## src/sv/tpep_pkg.sv

```systemverilog
`default_nettype none
package tpep_pkg;

	// Field widths fixed by the interface
	localparam int HASH_W    = 32;
	localparam int BACKLOG_W = 16;
	localparam int CFG_IDX_W = 2;
	localparam int CFG_DAT_W = 16;
	localparam int MODE_W    = 2;

	// Scheduling modes; the unused code falls back to per-flow
	localparam logic [MODE_W-1:0] MODE_FLOW   = 2'd0;
	localparam logic [MODE_W-1:0] MODE_PACKET = 2'd1;
	localparam logic [MODE_W-1:0] MODE_ECMP   = 2'd2;

	// Configuration register indexes
	localparam logic [CFG_IDX_W-1:0] REG_PICK_MODE  = 2'd0;
	localparam logic [CFG_IDX_W-1:0] REG_HIGH_WATER = 2'd1;
	localparam logic [CFG_IDX_W-1:0] REG_LOAD_BIAS  = 2'd2;

	// Register reset values
	localparam logic [MODE_W-1:0]    PICK_MODE_RESET  = MODE_FLOW;
	localparam logic [BACKLOG_W-1:0] HIGH_WATER_RESET = 16'd64;
	localparam logic [BACKLOG_W-1:0] LOAD_BIAS_RESET  = 16'd16;

	// Decision for one item and the state updates it implies
	typedef struct packed {
		logic chosen_port;
		logic port_valid;
		logic spilled;
		logic set_spill;  // commit the flow bucket
		logic rr_toggle;  // flip the alternation phase
	} pick_t;

endpackage
`default_nettype wire

```

## src/sv/two_port_egress_picker.sv

```systemverilog
// An accepted item is registered in stage 1 and moves into the result register
// (stage 2) once that register frees. Throughput: one item per cycle while the
// output is not stalled and the spill map is not being cleared, a single
// combinational pass between the input and output registers. Reset: arst_n clears
// valids, the alternation phase and the configuration registers (mode 0, high
// water 64, bias 16); the input then stalls while a pass clears the flow-bucket spill map.
`default_nettype none
module two_port_egress_picker #(
	parameter int FLOW_BUCKETS = 256,
	parameter int BACKLOG_BITS = 16
) (
	input  wire logic                              clk,
	input  wire logic                              arst_n,

	// Configuration write port
	input  wire logic                              cfg_wr_en,
	input  wire logic [tpep_pkg::CFG_IDX_W-1:0]    cfg_index,
	input  wire logic [tpep_pkg::CFG_DAT_W-1:0]    cfg_data,

	// Input channel
	input  wire logic                              in_valid,
	output logic                                   in_stall,
	input  wire logic [tpep_pkg::HASH_W-1:0]       flow_hash,
	input  wire logic                              port0_present,
	input  wire logic                              port1_present,
	input  wire logic [tpep_pkg::BACKLOG_W-1:0]    backlog0,
	input  wire logic [tpep_pkg::BACKLOG_W-1:0]    backlog1,
	input  wire logic                              pref_known,
	input  wire logic                              pref_port,

	// Output channel
	output logic                                   out_valid,
	input  wire logic                              out_stall,
	output logic                                   chosen_port,
	output logic                                   port_valid,
	output logic                                   spilled
);

	// Bucket index width and mask; a non-power-of-two count still masks
	// with FLOW_BUCKETS-1, which never leaves the map.
	localparam int IDX_W = (FLOW_BUCKETS > 1) ? $clog2(FLOW_BUCKETS) : 1;
	localparam logic [IDX_W-1:0] IDX_MASK    = IDX_W'(FLOW_BUCKETS - 1);
	localparam logic [IDX_W-1:0] LAST_BUCKET = IDX_W'(FLOW_BUCKETS - 1);

	// Backlog saturation limit inside the fixed 16-bit field
	localparam logic [tpep_pkg::BACKLOG_W-1:0] BL_MAX =
		(BACKLOG_BITS >= tpep_pkg::BACKLOG_W) ? {tpep_pkg::BACKLOG_W{1'b1}} :
		tpep_pkg::BACKLOG_W'((64'd1 << BACKLOG_BITS) - 64'd1);

	// Configuration registers
	logic [tpep_pkg::MODE_W-1:0]    pick_mode_q;
	logic [tpep_pkg::BACKLOG_W-1:0] high_water_q;
	logic [tpep_pkg::BACKLOG_W-1:0] load_bias_q;

	// Decision state: one spill bit per flow bucket, and the alternation phase
	logic                    spill_mem [0:FLOW_BUCKETS-1];
	logic                    rr_phase_q;

	// Clearing pass over the spill map after reset
	logic                    clearing_q;
	logic [IDX_W-1:0]        clr_idx_q;

	// Stage 1: registered input item, backlogs already saturated
	logic                           valid_s1;
	logic [tpep_pkg::HASH_W-1:0]    flow_hash_s1;
	logic                           port0_present_s1;
	logic                           port1_present_s1;
	logic [tpep_pkg::BACKLOG_W-1:0] backlog0_s1;
	logic [tpep_pkg::BACKLOG_W-1:0] backlog1_s1;
	logic                           pref_known_s1;
	logic                           pref_port_s1;
	logic                           bucket_hit_s1;

	// Stage 2: result register facing the output channel
	logic valid_s2;
	logic chosen_port_s2;
	logic port_valid_s2;
	logic spilled_s2;

	logic            in_accept;
	logic            adv_s1;
	logic            s2_free;
	logic [IDX_W-1:0] idx_s1;
	logic [IDX_W-1:0] in_idx;
	logic            spill_wr;
	logic            fwd_hit;
	tpep_pkg::pick_t pick_s1;
	logic [tpep_pkg::BACKLOG_W-1:0] sat0;
	logic [tpep_pkg::BACKLOG_W-1:0] sat1;

	// Handshake: the result register frees when it is empty or being taken;
	// stage 1 moves into it whenever it frees, so stall while the spill map is
	// being cleared, or while both stages hold an item and the output is stalled.
	assign s2_free   = !valid_s2 || !out_stall;
	assign adv_s1    = valid_s1 && s2_free;
	assign in_stall  = clearing_q || (valid_s1 && !s2_free);
	assign in_accept = in_valid && !in_stall;

	// Clamp backlogs to the configured counter width on the way in
	assign sat0 = (backlog0 > BL_MAX) ? BL_MAX : backlog0;
	assign sat1 = (backlog1 > BL_MAX) ? BL_MAX : backlog1;

	assign idx_s1 = flow_hash_s1[IDX_W-1:0] & IDX_MASK;
	assign in_idx = flow_hash[IDX_W-1:0] & IDX_MASK;

	// A bucket committed by the item leaving stage 1 is not yet in the map
	// when the next item reads it on the same edge; forward it.
	assign spill_wr = adv_s1 && pick_s1.set_spill;
	assign fwd_hit  = spill_wr && (idx_s1 == in_idx);

	// Configuration writes; indexes past the register list are dropped
	always_ff @(posedge clk or negedge arst_n) begin
		if (!arst_n) begin
			pick_mode_q  <= tpep_pkg::PICK_MODE_RESET;
			high_water_q <= tpep_pkg::HIGH_WATER_RESET;
			load_bias_q  <= tpep_pkg::LOAD_BIAS_RESET;
		end else if (cfg_wr_en) begin
			case (cfg_index)
				tpep_pkg::REG_PICK_MODE:  pick_mode_q  <= cfg_data[tpep_pkg::MODE_W-1:0];
				tpep_pkg::REG_HIGH_WATER: high_water_q <= cfg_data;
				tpep_pkg::REG_LOAD_BIAS:  load_bias_q  <= cfg_data;
				default: ;
			endcase
		end
	end

	// Clearing pass: walk every bucket once after reset, one per cycle
	always_ff @(posedge clk or negedge arst_n) begin
		if (!arst_n) begin
			clearing_q <= 1'b1;
			clr_idx_q  <= '0;
		end else if (clearing_q) begin
			if (clr_idx_q == LAST_BUCKET) begin
				clearing_q <= 1'b0;
			end else begin
				clr_idx_q <= clr_idx_q + 1'b1;
			end
		end
	end

	// Spill map write port: zero fill during the clearing pass, then commit
	// buckets as items leave stage 1
	always_ff @(posedge clk) begin
		if (clearing_q) begin
			spill_mem[clr_idx_q] <= 1'b0;
		end else if (spill_wr) begin
			spill_mem[idx_s1] <= 1'b1;
		end
	end

	// Stage 1 control
	always_ff @(posedge clk or negedge arst_n) begin
		if (!arst_n) begin
			valid_s1 <= 1'b0;
		end else if (in_accept) begin
			valid_s1 <= 1'b1;
		end else if (adv_s1) begin
			valid_s1 <= 1'b0;
		end
	end

	// Stage 1 payload: load on every accepted item, bucket bit read with it
	always_ff @(posedge clk) begin
		if (in_accept) begin
			flow_hash_s1     <= flow_hash;
			port0_present_s1 <= port0_present;
			port1_present_s1 <= port1_present;
			backlog0_s1      <= sat0;
			backlog1_s1      <= sat1;
			pref_known_s1    <= pref_known;
			pref_port_s1     <= pref_port;
			bucket_hit_s1    <= spill_mem[in_idx] | fwd_hit;
		end
	end

	tpep_decide u_decide (
		.flow_hash      (flow_hash_s1),
		.port0_present  (port0_present_s1),
		.port1_present  (port1_present_s1),
		.backlog0       (backlog0_s1),
		.backlog1       (backlog1_s1),
		.pref_known     (pref_known_s1),
		.pref_port      (pref_port_s1),
		.pick_mode      (pick_mode_q),
		.high_water     (high_water_q),
		.load_bias      (load_bias_q),
		.bucket_spilled (bucket_hit_s1),
		.rr_phase       (rr_phase_q),
		.pick           (pick_s1)
	);

	// State updates commit only when the item leaves stage 1, so the next
	// item, arriving in stage 1 on the same edge, already sees them.
	always_ff @(posedge clk or negedge arst_n) begin
		if (!arst_n) begin
			rr_phase_q <= 1'b0;
		end else if (adv_s1 && pick_s1.rr_toggle) begin
			rr_phase_q <= ~rr_phase_q;
		end
	end

	// Stage 2 control: fill from stage 1, drain when taken
	always_ff @(posedge clk or negedge arst_n) begin
		if (!arst_n) begin
			valid_s2 <= 1'b0;
		end else if (s2_free) begin
			valid_s2 <= valid_s1;
		end
	end

	// Stage 2 payload: hold while stalled
	always_ff @(posedge clk) begin
		if (adv_s1) begin
			chosen_port_s2 <= pick_s1.chosen_port;
			port_valid_s2  <= pick_s1.port_valid;
			spilled_s2     <= pick_s1.spilled;
		end
	end

	assign out_valid   = valid_s2;
	assign chosen_port = chosen_port_s2;
	assign port_valid  = port_valid_s2;
	assign spilled     = spilled_s2;

endmodule
`default_nettype wire

```

## src/sv/tpep_decide.sv

```systemverilog
`default_nettype none
module tpep_decide (
	input  wire logic [tpep_pkg::HASH_W-1:0]    flow_hash,
	input  wire logic                           port0_present,
	input  wire logic                           port1_present,
	input  wire logic [tpep_pkg::BACKLOG_W-1:0] backlog0,
	input  wire logic [tpep_pkg::BACKLOG_W-1:0] backlog1,
	input  wire logic                           pref_known,
	input  wire logic                           pref_port,
	input  wire logic [tpep_pkg::MODE_W-1:0]    pick_mode,
	input  wire logic [tpep_pkg::BACKLOG_W-1:0] high_water,
	input  wire logic [tpep_pkg::BACKLOG_W-1:0] load_bias,
	input  wire logic                           bucket_spilled,
	input  wire logic                           rr_phase,
	output tpep_pkg::pick_t                     pick
);

	logic                           pref_eff;
	logic [tpep_pkg::BACKLOG_W-1:0] b_pref;
	logic [tpep_pkg::BACKLOG_W-1:0] b_alt;
	logic                           over_high;
	logic                           alt_light;
	logic [tpep_pkg::BACKLOG_W:0]   sum0;
	logic [tpep_pkg::BACKLOG_W:0]   sum1;
	logic                           lean0;
	logic                           lean1;

	// Per-flow comparisons
	assign pref_eff  = pref_known ? pref_port : flow_hash[0];
	assign b_pref    = pref_eff ? backlog1 : backlog0;
	assign b_alt     = pref_eff ? backlog0 : backlog1;
	assign over_high = b_pref > high_water;
	assign alt_light = {b_alt, 1'b0} < {1'b0, b_pref};

	// Per-packet comparisons
	assign sum0  = {1'b0, backlog0} + {1'b0, load_bias};
	assign sum1  = {1'b0, backlog1} + {1'b0, load_bias};
	assign lean0 = sum0 < {1'b0, backlog1};
	assign lean1 = sum1 < {1'b0, backlog0};

	always_comb begin
		pick = '0;
		if (!port0_present && !port1_present) begin
			pick.port_valid = 1'b0;
		end else if (!port1_present) begin
			pick.port_valid = 1'b1;
		end else if (!port0_present) begin
			pick.port_valid  = 1'b1;
			pick.chosen_port = 1'b1;
		end else begin
			pick.port_valid = 1'b1;
			case (pick_mode)
				tpep_pkg::MODE_PACKET: begin
					if (lean0) begin
						pick.chosen_port = 1'b0;
					end else if (lean1) begin
						pick.chosen_port = 1'b1;
					end else begin
						pick.rr_toggle   = 1'b1;
						pick.chosen_port = ~rr_phase;
					end
					pick.spilled = pick.chosen_port;
				end
				tpep_pkg::MODE_ECMP: begin
					pick.chosen_port = flow_hash[0];
					pick.spilled     = flow_hash[0];
				end
				default: begin
					if (bucket_spilled) begin
						pick.chosen_port = ~pref_eff;
					end else if (over_high && alt_light) begin
						pick.chosen_port = ~pref_eff;
						pick.set_spill   = 1'b1;
						pick.spilled     = 1'b1;
					end else begin
						pick.chosen_port = pref_eff;
					end
				end
			endcase
		end
	end

endmodule
`default_nettype wire
```

## config.mk

```make
export PLATFORM = sky130hd
export DESIGN_NAME = two_port_egress_picker
export DESIGN_NICKNAME = d
export VERILOG_FILES = /design/src/sv/tpep_pkg.sv /design/src/sv/two_port_egress_picker.sv /design/src/sv/tpep_decide.sv
export SDC_FILE = /design/constraint.sdc
export NUM_CORES = 1
export LEC_CHECK = 0
export ABC_AREA = 1
export BUFFER_PORTS_ARGS = -buffer_cell sky130_fd_sc_hd__buf_2
export CAP_MARGIN = 10
export CORE_MARGIN = 5
export CORE_UTILIZATION = 50
export DETAILED_ROUTE_END_ITERATION = 12
export PLACE_DENSITY = 0.67
export SLEW_MARGIN = 30
export SYNTH_ARGS = -nofsm -noshare
export SYNTH_HDL_FRONTEND = slang
export SYNTH_SLANG_ARGS = --single-unit
export TNS_END_PERCENT = 30
```

## constraint.sdc

```tcl
create_clock -name clk -period 18.8 [get_ports clk]
set_input_delay 3.76 -clock clk [delete_from_list [all_inputs] [get_ports clk]]
set_output_delay 3.76 -clock clk [all_outputs]
set_load 0.02 [all_outputs]
```

==> results.rst <==
.. list-table::
   :header-rows: 1

   * - Metric
     - Value
   * - Library cell appearing most often on the critical path
     - sky130_fd_sc_hd__buf_2
   * - Sequential cell area
     - 10300 um^2
   * - Sequential element share of the synthesized area
     - 55.1%
   * - Inserted Clock Buffers
     - 39
   * - Critical path peak fanout
     - 4
   * - Total number of vias
     - 14100
   * - Cell chain of the critical path
     - buf_2 -> nand2_1 -> o21ai_0 -> buf_2
   * - Cell with the most instances after synthesis
     - sky130_fd_sc_hd__nor2_1
   * - Post-synthesis cell type with the largest combined area
     - sky130_fd_sc_hd__edfxtp_1
   * - Crit path launch type
     - input port
   * - Unrepaired setup endpoints after global routing
     - no
   * - Routability congestion estimate from global placement
     - 0.882
   * - Mux share of post-synthesis cell area
     - 0%
   * - Shortest period the worst path allows
     - 8.28 ns
   * - Placed Area
     - 19200 um^2
   * - Static Leak
     - 7.77 nW
   * - Prevailing post-synth register cell
     - sky130_fd_sc_hd__edfxtp_1
   * - H-tree depth
     - 2
   * - Slowest CP cell
     - sky130_fd_sc_hd__o21ai_0
   * - Max-capacitance violation count
     - 0
   * - Post-cts repair resize count
     - 0
   * - Start-to-end type of the worst setup path
     - input port to output port
   * - Final sum of negative setup slack
     - 0 ns
   * - Overflow after GRT
     - 0
   * - Clock network latency to the later pin of the worst-skew pair
     - 0.57 ns
   * - Slew Limit Fails
     - 0
   * - Number of buffers added on ports
     - 71
   * - Worst slew slack as a fraction of its limit
     - 40.8%
   * - Final hold violation count
     - 0
   * - Number of filler cells placed in the layout
     - 3252
   * - Clock tree buffer depth
     - 3
   * - Global routing usage summed across all routing layers
     - 22.2%
   * - Number of global-route vias before repair
     - 13600
   * - Number of warnings issued by yosys
     - 0
   * - DRC violations left
     - 0
   * - Synth top area share
     - 48.9%
   * - Critical path required time
     - 15.04 ns
   * - Antenna violations before repair
     - 1
   * - Wire length of the first global-routing pass
     - 73300 um
   * - Syn-to-layout area delta
     - 9.54%
   * - Number of flip-flops and latches in the synthesized netlist
     - 350
   * - Fmax achieved
     - 0.121 GHz
   * - Final setup violation count
     - 0
   * - Parity-gate share of the synthesized area counting xor and xnor cells
     - 2.07%
   * - Cell at the root of the clock tree
     - sky130_fd_sc_hd__clkbuf_16
   * - Detailed-placement wirelength estimate
     - 28800 um
   * - Floorplan die area
     - 41300 um^2
   * - Detailed-router iteration count before antenna repair
     - 5
   * - Largest net degree at the start of global routing
     - 134
   * - Mapped Nets
     - 2171
   * - Capturing element type of the critical path
     - output port
   * - Setup fix buffers added after clock tree synthesis
     - 0
   * - Count of clock tree sinks
     - 350
   * - Net count of the finished layout
     - 2190
   * - Fraction of final layout cells with drive strength greater than 1
     - 10.5%
   * - Clock tree from TritonCTS
     - built
   * - Antenna Violating Nets Remaining
     - 0
   * - Commonest cells in the netlist
     - 434 x sky130_fd_sc_hd__nor2_1, 304 x sky130_fd_sc_hd__edfxtp_1, 244 x sky130_fd_sc_hd__nand2_1, 234 x sky130_fd_sc_hd__o21ai_0, 155 x sky130_fd_sc_hd__inv_1
   * - Pin slew with the least headroom to its limit
     - 0.888 ns
   * - Horiz. Die Dim
     - 203 um
   * - Compound-gate portion of the synthesized area
     - 11.5%
   * - Outcome
     - complete, no violations
   * - Summed instance area of the synthesized netlist
     - 18700 um^2
   * - Post-synthesis cell type count
     - 43
   * - Crit path largest cell delay
     - 0.36 ns
   * - Period utilization
     - 44.1%
   * - Final non-filler cell area
     - 20400 um^2
   * - Area share of and/or/nand/nor cells after synthesis
     - 19.3%
   * - Mean instance size in the synthesized netlist
     - 9.40 um^2
   * - Overall die height
     - 203 um
   * - Number of standard cells after synthesis
     - 1984
   * - VDD IR max
     - 0.0716 mV
   * - Clock Pin Slew Worst Setup and Hold Paths
     - 0.06 ns
   * - Share of synthesized flip-flops with an asynchronous set or reset
     - 13.1%
   * - IO Pins
     - 96
   * - Core footprint
     - 36700 um^2
   * - Drt total wl
     - 46500 um
   * - Iteration-0 DRC Markers
     - 1177
   * - Post-Synth Adder-Cell Area
     - 6.52%
   * - Count of flip-flops with a built-in enable after synthesis
     - 304
   * - Top post-synthesis cells by area
     - sky130_fd_sc_hd__edfxtp_1 49%, sky130_fd_sc_hd__nor2_1 8.7%, sky130_fd_sc_hd__ha_1 6.3%
   * - Ratio of total power to cell area
     - 93.5 nW/um^2
   * - Row cnt
     - 70
   * - Wire per inst
     - 18.6 um
   * - Post-CTS Hold Fix Bufs
     - 0
   * - Total power after layout
     - 0.00191 W
   * - Maximum clock skew at final layout
     - 0.0171 ns
   * - Starting utilization of the core area
     - 50.8%
   * - HP Class
     - flip-flop to flip-flop
   * - Via density per instance
     - 5.63
   * - Main combinational cell family by area after synthesis
     - simple AND/OR/NAND/NOR gates
   * - Arrival time at the worst endpoint
     - 4.52 ns
   * - Multi-input combinational cell area
     - 7350 um^2
==> power breakdown <==
group,internal (W),leakage (nW),switching (W)
combinational,0.000116,3.79,0.000195
sequential,0.000860,3.41,0.0000180
clock,0.000401,0.574,0.000321
==> final timing paths <==
check / depth (start not counted) / to / startpoint / slack (ns)
setup reg to reg: 18 / spill_mem[142] / flow_hash_s1[0] / 13.76
max in group asynchronous: 1 / load_bias_q[15] / arst_n / 15.12
hold / removal: 1 / rr_phase_q / rr_phase_q / 0.48
min in group asynchronous: 1 / out_valid / arst_n / 3.23
setup / recovery: 4 / in_stall / out_stall / 10.52
hold reg to reg: 1 / rr_phase_q / rr_phase_q / 0.48
==> per-layer routing <==
layer  GRT usage [%]  up-vias  share of wire, %
met5               0        -                 0
met1            29.9     6771                43
met3            3.04       76               6.4
li1                -     6824                 -
met4            6.82        0               2.3
met2            37.7      416                49
==> through the flow <==
step | std cells | utilization, % | hold slack (ns) | setup WS (ns)
after floorplan | 1984 | - | 0.446 | 10.54
after global placement | 2430 | 52.4 | 0.462 | 10.54
after detailed placement | 2430 | 52.4 | 0.475 | 10.51
after CTS | 2501 | 55.7 | 0.487 | 10.50
after global routing | 2502 | 55.7 | 0.506 | 10.46
final | 2502 | 55.7 | 0.485 | 10.52
==> sequential cells by signal (all words and copies together), names as in the netlist <==
signal / flops
spill_mem: 256
backlog1_s1: 16
chosen_port: 1
pick_mode_q: 2
port0_present_s1: 1
high_water_q: 16
bucket_hit_s1: 1
pref_known_s1: 1
load_bias_q: 16
port1_present_s1: 1
port_valid: 1
pref_port_s1: 1
out_valid: 1
flow_hash_s1: 8
clearing_q: 1
spilled: 1
valid_s1: 1
backlog0_s1: 16
rr_phase_q: 1
clr_idx_q: 8
==> worst max-delay path, delay by kind of cell <==
| family | cells | cell delay, ns |
|---|---|---|
| simple gates | 1 | 0.08 |
| compound gates | 1 | 0.36 |
| buf+inv | 2 | 0.33 |
==> placed cells by master (no fill, tap or decap), drive strengths merged, types with 43 or more instances in the layout <==
master  Yosys  final
a21oi      62     62
buf        36     78
clkbuf     64     47
dfrtp      43     43
edfxtp    304    304
ha         94     94
inv       158    161
nand2     265    265
nand3      77     77
nor2      461    461
o21ai     238    238
o22ai      78     78
==> area by class of cell <==
type / count / share of cell area (%)
clock buffers: 47 / 4.92
inverters: 159 / 2.95
well taps: 468 / 2.87
multi-input cells: 1375 / 36.0
flip-flops and latches: 350 / 50.3
diodes: 1 / 0.0122
repair buffers: 78 / 2.06
clock inverters: 24 / 0.900
==> logic make-up (layout without fill, tap and decap cells) <==
kind of cell,Yosys count,in the layout
compound gates,398,398
buf+inv,259,308
simple gates,837,837
xor+xnor,44,44
flops,350,350
other cells,0,1
fa+ha+maj,96,96
No activity file was read; power rests on OpenSTA's default activity.
